`config.mk`:
```
export PLATFORM = sky130hd
export DESIGN_NAME = char_lcd_number_formatter_top
export DESIGN_NICKNAME = d
export VERILOG_FILES = /design/src/hdl/clnf_pkg.sv /design/src/hdl/clnf_digit_unit.sv /design/src/hdl/char_lcd_number_formatter_top.sv
export SDC_FILE = /design/constraint.sdc
export NUM_CORES = 1
export LEC_CHECK = 0
export ABC_AREA = 1
export BUFFER_PORTS_ARGS = -buffer_cell sky130_fd_sc_hd__buf_2
export CAP_MARGIN = 10
export CELL_PAD_IN_SITES_DETAIL_PLACEMENT = 0
export CELL_PAD_IN_SITES_GLOBAL_PLACEMENT = 1
export CORE_ASPECT_RATIO = 0.7
export CORE_MARGIN = 3
export CORE_UTILIZATION = 49
export CTS_CLUSTER_DIAMETER = 100
export CTS_CLUSTER_SIZE = 16
export DETAILED_ROUTE_END_ITERATION = 10
export GPL_TIMING_DRIVEN = 0
export PLACE_DENSITY_LB_ADDON = 0.1
export SYNTH_ARGS = -nofsm -noshare
export SYNTH_HDL_FRONTEND = slang
export SYNTH_SLANG_ARGS = --single-unit
```
`constraint.sdc`:
```
create_clock -name clk -period 8.3 [get_ports clk]
set_input_delay 0.83 -clock clk [delete_from_list [all_inputs] [get_ports clk]]
set_output_delay 0.83 -clock clk [all_outputs]
set_load 0.005 [all_outputs]
```
`src/hdl/clnf_pkg.sv`:
```
// Shared types and constants for the character-LCD number formatter.
// No dependencies; imported by every module of the block.
package clnf_pkg;

	typedef struct packed {
		logic [2:0]  operation;
		logic [1:0]  line;
		logic [5:0]  column;
		logic [15:0] value;
		logic [4:0]  digit_count;
	} in_item_t;

	typedef struct packed {
		logic       is_data;
		logic [7:0] bus_byte;
		logic       last;
	} out_item_t;

	typedef logic [1:0] base_t;

	localparam logic [2:0] OP_RAW  = 3'd0;
	localparam logic [2:0] OP_UDEC = 3'd1;
	localparam logic [2:0] OP_SDEC = 3'd2;
	localparam logic [2:0] OP_HEX  = 3'd3;
	localparam logic [2:0] OP_BIN  = 3'd4;

	localparam base_t BASE_DEC = 2'd0;
	localparam base_t BASE_HEX = 2'd1;
	localparam base_t BASE_BIN = 2'd2;

	localparam logic [7:0] CMD_SET_ADDR = 8'h80;
	localparam logic [7:0] LINE2_OFFSET = 8'h40;
	localparam logic [7:0] CHAR_ZERO    = 8'h30;
	localparam logic [7:0] CHAR_UPPER_A = 8'h41;
	localparam logic [7:0] CHAR_PLUS    = 8'h2B;
	localparam logic [7:0] CHAR_MINUS   = 8'h2D;

	// Multiply-shift reciprocal of ten, exact for every 16-bit dividend.
	localparam logic [15:0] RECIP_TEN = 16'd52429;
	localparam int          RECIP_SHIFT = 19;

	function automatic logic [7:0] digit_char(input logic [3:0] d);
		if (d < 4'd10) begin
			digit_char = CHAR_ZERO + {4'd0, d};
		end else begin
			digit_char = CHAR_UPPER_A + {4'd0, d} - 8'd10;
		end
	endfunction

endpackage

```
`src/hdl/clnf_digit_unit.sv`:
```
// Shared digit extractor: one divide step by 10, 16 or 2 per cycle.
// Depends on clnf_pkg.
module clnf_digit_unit (
	input  logic [15:0]          dividend,
	input  clnf_pkg::base_t      base,
	output logic [15:0]          quotient,
	output logic [3:0]           remainder
);
	import clnf_pkg::*;

	logic [31:0] prod;
	logic [15:0] q_dec;
	logic [15:0] q_times_ten;

	assign prod        = {16'd0, dividend} * {16'd0, RECIP_TEN};
	assign q_dec       = 16'(prod[31:RECIP_SHIFT]);
	assign q_times_ten = (q_dec << 3) + (q_dec << 1);

	always_comb begin
		case (base)
			BASE_DEC: begin
				quotient  = q_dec;
				remainder = 4'(dividend - q_times_ten);
			end
			BASE_HEX: begin
				quotient  = {4'd0, dividend[15:4]};
				remainder = dividend[3:0];
			end
			BASE_BIN: begin
				quotient  = {1'b0, dividend[15:1]};
				remainder = {3'd0, dividend[0]};
			end
			default: begin
				quotient  = 16'd0;
				remainder = 4'd0;
			end
		endcase
	end

endmodule

```
`src/hdl/char_lcd_number_formatter_top.sv`:
```
// Top level of the character-LCD number formatter: sequencer, digit store
// and output register. Depends on clnf_pkg and clnf_digit_unit.
//
//   channel | signals                        | direction
//   in      | in_valid, in_stall, in_item    | request item into block
//   out     | out_valid, out_stall, out_item | bus-write items out of block
//
// An item is accepted; the shared divide unit then extracts each shown digit,
// one more step leaves that loop, and the bus writes follow in order: the
// command, the sign or raw character where the operation has one, the digits.
// in_stall stays high from acceptance until the last write is loaded.
// out_stall holds the output register and freezes the sequencer in its write states.
// Reset clears the sequencer and the output valid flag.
module char_lcd_number_formatter_top #(
	parameter int MAX_DIGITS = 16
) (
	input  logic                 clk,
	input  logic                 arst_n,
	input  logic                 in_valid,
	output logic                 in_stall,
	input  clnf_pkg::in_item_t   in_item,
	output logic                 out_valid,
	input  logic                 out_stall,
	output clnf_pkg::out_item_t  out_item
);
	import clnf_pkg::*;

	localparam int CNT_W = $clog2(MAX_DIGITS + 1);
	localparam int IDX_W = (MAX_DIGITS > 1) ? $clog2(MAX_DIGITS) : 1;

	localparam logic [2:0] S_IDLE = 3'd0;
	localparam logic [2:0] S_DIV  = 3'd1;
	localparam logic [2:0] S_CMD  = 3'd2;
	localparam logic [2:0] S_RAW  = 3'd3;
	localparam logic [2:0] S_SIGN = 3'd4;
	localparam logic [2:0] S_DIG  = 3'd5;

	logic [2:0]       state_q;
	logic [2:0]       op_q;
	logic [7:0]       addr_q;
	logic [15:0]      val_q;
	logic             neg_q;
	base_t            base_q;
	logic [CNT_W-1:0] cnt_q;
	logic [CNT_W-1:0] k_q;
	logic [3:0]       digits_q [MAX_DIGITS];

	logic             out_valid_q;
	out_item_t        out_q;

	logic [15:0]      quot;
	logic [3:0]       rem;
	logic             can_load;
	logic             accept;
	logic [5:0]       cnt_sat;
	logic [CNT_W-1:0] km1;
	logic [7:0]       addr_calc;
	logic             op_digits;
	logic             emitting;
	logic             cmd_only;

	clnf_digit_unit u_digit (
		.dividend  (val_q),
		.base      (base_q),
		.quotient  (quot),
		.remainder (rem)
	);

	assign in_stall  = (state_q != S_IDLE);
	assign accept    = in_valid && !in_stall;
	assign can_load  = !out_valid_q || !out_stall;
	assign out_valid = out_valid_q;
	assign out_item  = out_q;
	assign km1       = k_q - CNT_W'(1);
	assign op_digits = op_q inside {OP_UDEC, OP_SDEC, OP_HEX, OP_BIN};
	assign emitting  = state_q inside {S_CMD, S_RAW, S_SIGN, S_DIG};
	assign cmd_only  = !((op_q == OP_RAW) || (op_q == OP_SDEC) ||
	                   (op_digits && (cnt_q != '0)));

	assign cnt_sat   = ({1'b0, in_item.digit_count} > 6'(MAX_DIGITS)) ?
	                   6'(MAX_DIGITS) : {1'b0, in_item.digit_count};
	assign addr_calc = {2'd0, in_item.column} - 8'd1 +
	                   ((in_item.line == 2'd1) ? 8'd0 : LINE2_OFFSET);

	always_ff @(posedge clk or negedge arst_n) begin
		if (!arst_n) begin
			state_q     <= S_IDLE;
			out_valid_q <= 1'b0;
			out_q       <= '0;
			k_q         <= '0;
		end else begin
			if (can_load) begin
				out_valid_q <= emitting;
			end
			case (state_q)
				S_IDLE: begin
					if (accept) begin
						k_q     <= '0;
						state_q <= S_DIV;
					end
				end
				S_DIV: begin
					if (k_q == cnt_q) begin
						state_q <= S_CMD;
					end else begin
						k_q <= k_q + CNT_W'(1);
					end
				end
				S_CMD: begin
					if (can_load) begin
						out_q.is_data    <= 1'b0;
						out_q.bus_byte   <= addr_q | CMD_SET_ADDR;
						out_q.last       <= cmd_only;
						if (op_q == OP_RAW) begin
							state_q <= S_RAW;
						end else if (op_q == OP_SDEC) begin
							state_q <= S_SIGN;
						end else if (!cmd_only) begin
							state_q <= S_DIG;
						end else begin
							state_q <= S_IDLE;
						end
					end
				end
				S_RAW: begin
					if (can_load) begin
						out_q.is_data  <= 1'b1;
						out_q.bus_byte <= val_q[7:0];
						out_q.last     <= 1'b1;
						state_q        <= S_IDLE;
					end
				end
				S_SIGN: begin
					if (can_load) begin
						out_q.is_data  <= 1'b1;
						out_q.bus_byte <= neg_q ? CHAR_MINUS : CHAR_PLUS;
						out_q.last     <= (cnt_q == '0);
						state_q        <= (cnt_q == '0) ? S_IDLE : S_DIG;
					end
				end
				S_DIG: begin
					if (can_load) begin
						out_q.is_data  <= 1'b1;
						out_q.bus_byte <= digit_char(digits_q[km1[IDX_W-1:0]]);
						out_q.last     <= (k_q == CNT_W'(1));
						k_q            <= km1;
						if (k_q == CNT_W'(1)) begin
							state_q <= S_IDLE;
						end
					end
				end
				default: begin
					state_q <= S_IDLE;
				end
			endcase
		end
	end

	// Request fields captured at acceptance; the digit loop then walks the value.
	always_ff @(posedge clk) begin
		if (accept) begin
			op_q   <= in_item.operation;
			addr_q <= addr_calc;
			neg_q  <= (in_item.operation == OP_SDEC) && in_item.value[15];
			if ((in_item.operation == OP_SDEC) && in_item.value[15]) begin
				val_q <= ~in_item.value + 16'd1;
			end else begin
				val_q <= in_item.value;
			end
			case (in_item.operation)
				OP_HEX:  base_q <= BASE_HEX;
				OP_BIN:  base_q <= BASE_BIN;
				default: base_q <= BASE_DEC;
			endcase
			if (in_item.operation inside {OP_UDEC, OP_SDEC, OP_HEX, OP_BIN}) begin
				cnt_q <= CNT_W'(cnt_sat);
			end else begin
				cnt_q <= '0;
			end
		end else if ((state_q == S_DIV) && (k_q != cnt_q)) begin
			digits_q[k_q[IDX_W-1:0]] <= rem;
			val_q <= quot;
		end
	end

	a_accept_starts_div: assert property (@(posedge clk) disable iff (!arst_n)
		accept |=> state_q == S_DIV)
		else $error("accepted item did not start digit extraction");

	a_div_bounded: assert property (@(posedge clk) disable iff (!arst_n)
		state_q == S_DIV |-> k_q <= cnt_q)
		else $error("digit index ran past digit count");

	a_dig_nonzero: assert property (@(posedge clk) disable iff (!arst_n)
		state_q == S_DIG |-> k_q != '0)
		else $error("digit emit with no digits left");

endmodule
```
==> impl_metrics.py, run 1 <==
metrics = {
    "finish": {
        "stdcell_count": 1796,
        "nNetsFinal": 1726,
        "drive_gt1_frac": 0.09434,
        "diodes": 0,
        "area.growth.synth_to_final_pct": 10.75,
        "utilization": 0.5588,
    },
    "yosys": {
        "synthTopCellsByArea": "edfxtp_1, ha_1, fa_1",
        "yosysMostFrequentCell": "inv_1",
        "synth_seq_cells": 117,
        "postSynthAreaPerCell_sq_um": 8.238,
        "synth-xor-area-share": 0.01797,
        "netlist_area_sq_um": 11560,
        "yosysSeqAreaShare": 0.2957,
        "synthMuxAreaShare": 0,
        "synth_common_cells": "inv_1, nand2_1, ha_1, nor2_1, nand3_1",
        "synth_ff_type": "edfxtp_1",
        "synthSimpleGateAreaFrac": 0.2046,
        "synthCells": 1403,
        "synth_top_family_by_area": "adder cells",
        "async_flop_share": 0.1624,
        "yosysUniqueCellTypes": 50,
        "syn-num-nets": 1658,
        "synth.largest_area_cell": "edfxtp_1",
        "synth_compound_gate_area_share": 0.07891,
        "synth_top_cell_area_share": 0.2546,
        "synthAdderAreaFrac": 0.2890,
        "synth_edf_count": 98,
        "ys_warn_count": 0,
    },
    "timing": {
        "final-setup-viol-count": 0,
        "skew_ns": 0.01179,
        "fmax_mhz": 144.7,
        "final.setup.worst_slack_ns": 1.388,
        "slew_headroom": 0.4353,
        "min_period_over_period": 0.8328,
        "rsz0062_at_grt": "false",
        "setup-tns-final_ns": 0,
        "final_max_slew_viol_count": 0,
        "hold_viol_final": 0,
        "worst_pin_slew_ns": 0.8470,
        "fin_crit_ns": 6.912,
    },
    "clock_tree": {
        "ctsLongestPathBuffers": 2,
        "clock_sinks": 117,
        "cts_buffers": 17,
        "cts_root_buffer": "clkbuf_16",
        "h-tree-depth": 4,
        "cts-hold-fix-buffers": 0,
        "cts_setup_buffers": 0,
        "tritoncts": "done",
        "path_clk_slew_ns": 0.07,
        "clk_latency_ns": 0.42,
        "cts_resized": 0,
    },
    "routing": {
        "wirelength_mm": 32.99,
        "drtPass1Iterations": 5,
        "wire_per_inst_um": 18.37,
        "via_per_inst": 5.286,
        "first_iter_violations": 865,
        "drcViolationCount": 0,
        "final_antenna_net_count": 0,
        "num_vias": 9493,
    },
    "place": {
        "dp_hpwl_mm": 28.12,
        "gp_congestion": 0.9797,
        "place_inst": 1764,
        "port_buffers": 47,
        "pre_cts_ws_ns": 1.466,
    },
    "global_route": {
        "grt.overflow.total": 0,
        "first_global_vias": 8805,
        "grt_first_pass_wirelength_mm": 50.69,
        "grt_max_degree": 26,
        "antenna_found_initial": 0,
        "grt_usage": 0.2650,
    },
    "critical_path": {
        "slowest_stage": "o22ai_1",
        "crit_buf_inv": 7,
        "critPathMaxStageDelay_ns": 0.61,
        "r2r-start": "val_q[4]",
        "crit_path_max_fanout": 10,
        "crit_family": "adder cells",
        "reg2reg_depth": 22,
        "path_cells": "ha_1 -> fa_1 -> inv_1 -> fa_1 -> fa_1 -> inv_1 -> fa_1 -> inv_1 -> fa_1 -> inv_1 -> ha_1 -> a21oi_1 -> o21ai_0 -> inv_1 -> nand2_1 -> inv_1 -> nand3_1 -> and2_1 -> ha_1 -> xor2_1 -> o22ai_1 -> buf_6",
        "cp-end-kind": "flop",
        "critPathArrivalTime_ns": 7.18,
        "cp.required_ns": 8.57,
        "reg2reg_setup_slack_ns": 1.39,
        "cpMostUsedCell": "inv_1",
        "reg2reg_to": "digits_q[11][2]",
        "startpoint_type": "flop",
        "critPathKind": "flop to flop",
        "cp-startpoint": "val_q[4]",
    },
    "min_path": {
        "hp-class": "input port to asynchronous set/reset pin",
    },
    "floorplan": {
        "die_h_um": 134.5,
        "core_area_sq_um": 22910,
        "core.rowCount": 46,
        "io_pins": 48,
        "die_w_um": 189.6,
        "die_area_sq_um": 25500,
        "initial_utilization": 0.5046,
    },
    "outcome": {
        "status": "completed",
    },
    "job": {
        "max_cap_viol_count": 0,
    },
}
==> layout by cell type (no fill, tap or decap), types with 4 or more instances in the layout <==
master     Yosys  routed
fa_1          80      80
o22ai_1       15      15
buf_6          3       5
clkbuf_16      0      17
o21bai_1       4       4
nand3b_1       4       4
nand2_2        5       5
edfxtp_1      98      98
o211ai_1       6       6
buf_2          5      52
nor2_1       129     129
xnor2_1        8       8
a21o_1         4       4
nor2_2         5       5
clkbuf_1       5       5
nor3_1        11      11
o21ai_0       57      57
o21ai_1       14      14
a21oi_1       48      48
inv_2         16      16
dfrtp_1       19      19
nand2_1      269     269
inv_1        298     298
ha_1         139     139
xor2_1        12      12
nand3_1       99      99
nand4_1       12      12
buf_4          6       6
inv_6          0       6
==> layer usage <==
metal | wire [um] | share of wire | global-route usage | vias to the layer above
li1 | - | - | - | 4635
met1 | 17770 | 0.54 | 0.4519 | 4493
met2 | 11050 | 0.33 | 0.3071 | 351
met3 | 4013 | 0.12 | 0.1056 | 14
met4 | 155 | 0.0047 | 0.03160 | 0
met5 | 0 | 0 | 0 | -
==> final cells by class <==
cell class                      instances  area [sq um]
Inverter                              315          1185
Clock inverter                         15         168.9
Fill cell                            2223         10110
Tap cell                              312         390.4
Timing Repair Buffer                   49         257.7
Clock buffer                           17         425.4
Buffer                                 20         130.1
Multi-Input combinational cell        951          6825
Sequential cell                       117          3418
==> sequential cells by signal (all words and copies together) (netlist names) <==
register / cells
cnt_q: 5
op_q: 3
base_q: 2
state_q: 3
digits_q: 64
out_valid: 1
out_item: 10
neg_q: 1
k_q: 5
addr_q: 7
val_q: 16
==> cell families (layout without fill, tap and decap cells) <==
| kind of cell | Yosys count | count (layout) |
|---|---|---|
| adders and majority gates | 219 | 219 |
| AOI/OAI and AO/OA | 161 | 161 |
| and+or+nand+nor | 549 | 549 |
| buffers and inverters | 335 | 416 |
| DFF | 117 | 117 |
| xor gates and xnor gates | 22 | 22 |
==> through the flow <==
step / hold WS, ns / area [sq um]
after floorplan: 0.4351 / 11560
after global placement: 0.4624 / 12180
after detailed placement: 0.4629 / 12210
after CTS: 0.3674 / 12800
after global routing: 0.3899 / 12800
final: 0.3709 / 12800
==> how the worst max path moves through the flow <==
stage,to,depth (start not counted)
final,digits_q[11][2],22
after global routing,digits_q[8][3],25
after CTS,digits_q[11][2],22
after detailed placement,digits_q[5][2],22
after global placement,digits_q[5][2],21
after floorplan,digits_q[0][2],22
Power of run 1 is left out: the tool's default activity adds up to more than one toggle a clock period on the data nets, which glitch-free logic cannot reach.
==> inputs of run 2 (changes only) <==
Clock period 8.3 ns to 6.7 ns, I/O delays scaled along.
==> run 2 against run 1 <==
Worst setup slack lost 1.1 ns. Clock skew shrank 0.0018 ns. Final area grew 1.8%. First-iteration DRC count shrank 6.9%. Via count grew 1.3%. Core utilization grew 1.0 points. Largest cell class unchanged.
==> impl_metrics.py, run 2 (synthesis results as in run 1) <==
metrics = {
    "floorplan": {
        "core.rowCount": 46,
        "core_area_sq_um": 22910,
        "die_w_um": 189.6,
        "initial_utilization": 0.5046,
        "die_area_sq_um": 25500,
        "die_h_um": 134.5,
        "io_pins": 48,
    },
    "routing": {
        "drtPass1Iterations": 5,
        "first_iter_violations": 805,
        "via_per_inst": 5.283,
        "drcViolationCount": 0,
        "final_antenna_net_count": 0,
        "wirelength_mm": 33.31,
        "wire_per_inst_um": 18.29,
        "num_vias": 9620,
    },
    "timing": {
        "fin_crit_ns": 6.393,
        "slew_headroom": 0.4471,
        "worst_pin_slew_ns": 0.8263,
        "final-setup-viol-count": 0,
        "min_period_over_period": 0.9542,
        "final_max_slew_viol_count": 0,
        "fmax_mhz": 156.4,
        "rsz0062_at_grt": "false",
        "skew_ns": 0.009965,
        "final.setup.worst_slack_ns": 0.3066,
        "hold_viol_final": 0,
        "hold_slack_ns": 0.2050,
    },
    "clock_tree": {
        "cts-hold-fix-buffers": 0,
        "path_clk_slew_ns": 0.07,
        "clock_sinks": 117,
        "clk_latency_ns": 0.42,
        "cts_root_buffer": "clkbuf_16",
        "ctsLongestPathBuffers": 2,
        "cts_buffers": 17,
        "h-tree-depth": 4,
        "tritoncts": "done",
    },
    "finish": {
        "utilization": 0.5691,
        "diodes": 0,
        "drive_gt1_frac": 0.1153,
        "postLayoutCellArea_sq_um": 13040,
        "area.growth.synth_to_final_pct": 12.78,
        "final_common_cell": "inv_1",
        "largest_register_ffs": 64,
        "final_cell_mix": "inv_1, nand2_1, ha_1",
        "nNetsFinal": 1751,
    },
    "critical_path": {
        "critPathArrivalTime_ns": 6.67,
        "startpoint_type": "flop",
        "reg2reg_to": "digits_q[11][2]",
        "crit_path_max_fanout": 10,
        "cp-end-kind": "flop",
        "path_cells": "ha_1 -> inv_1 -> ha_1 -> inv_1 -> fa_1 -> inv_1 -> fa_1 -> fa_1 -> inv_1 -> fa_1 -> inv_1 -> ha_1 -> a21oi_1 -> o21ai_0 -> nand2_1 -> nand2_1 -> inv_1 -> nand3_1 -> and2_1 -> ha_1 -> xor2_1 -> o22ai_2 -> buf_6",
        "slowest_stage": "fa_1",
        "cp.required_ns": 6.97,
        "critPathKind": "flop to flop",
        "reg2reg_depth": 23,
        "reg2reg_setup_slack_ns": 0.31,
        "cp-startpoint": "val_q[1]",
        "r2r-start": "val_q[1]",
        "critPathMaxStageDelay_ns": 0.59,
        "cpMostUsedCell": "inv_1",
    },
    "global_route": {
        "grt_usage": 0.2649,
        "grt_max_degree": 26,
        "grt.overflow.total": 0,
        "antenna_found_initial": 0,
        "first_global_vias": 8803,
        "grt_first_pass_wirelength_mm": 50.67,
    },
    "place": {
        "dp_hpwl_mm": 28.12,
        "gp_congestion": 0.9797,
        "port_buffers": 47,
        "pre_cts_ws_ns": -0.1341,
        "place_area_sq_um": 12210,
    },
    "job": {
        "max_cap_viol_count": 0,
    },
    "outcome": {
        "status": "completed",
    },
    "min_path": {
        "hp-class": "input port to asynchronous set/reset pin",
    },
}
-- run 2: cell type report --
class,instances,area [sq um]
fill,2207,9871
multi-input combinational,951,6873
sequential,117,3418
inverter,315,1185
timing repair buffer,74,445.4
clock buffer,17,425.4
tap,312,390.4
clock inverter,15,168.9
buffer,20,130.1
-- run 2: worst max-delay path by stage --
stage	endpoint	slack [ns]	cells after the start
4_1_cts	digits_q[8][3]	0.05	25
5_1_grt	digits_q[8][3]	0.06	28
6_report	digits_q[11][2]	0.31	23
3_5_place_dp	digits_q[5][2]	-0.13	22
3_3_place_gp	digits_q[5][2]	-0.70	21
2_1_floorplan	digits_q[0][2]	0.82	22
-- run 2: routing by layer --
layer,vias up,GRT usage,wire length [um],share of wire
li1,4686,-,-,-
met1,4550,0.4536,17950,0.54
met2,369,0.3069,11340,0.34
met3,15,0.1028,3881,0.12
met4,0,0.03160,144,0.0043
met5,-,0,0,0
-- run 2: metrics by stage --
step,setup TNS [ns],std cells
2_1_floorplan,0,1403
3_3_place_gp,-17.96,1762
3_5_place_dp,-3.671,1764
4_1_cts,0,1796
5_1_grt,0,1821
6_report,0,1821
-- run 2: worst max-delay path: cells and delay by family (launching register included) --
| kind | cells | cell delay (ns) |
|---|---|---|
| adders and majority gates | 8 | 3.50 |
| and+or+nand+nor | 4 | 0.49 |
| AOI/OAI and AO/OA | 3 | 0.87 |
| xor gates and xnor gates | 1 | 0.16 |
| buffers and inverters | 7 | 0.64 |
| DFF | 1 | 0.57 |
-- run 2: timing repair --
item | CTS | global route
resized for setup | 2 | 9
pin swaps | 0 | 0
buffers inserted | 0 | 25
gates cloned | 0 | 0
endpoints found under the setup margin | 32 | 48
Power of run 2 is left out for the same reason.
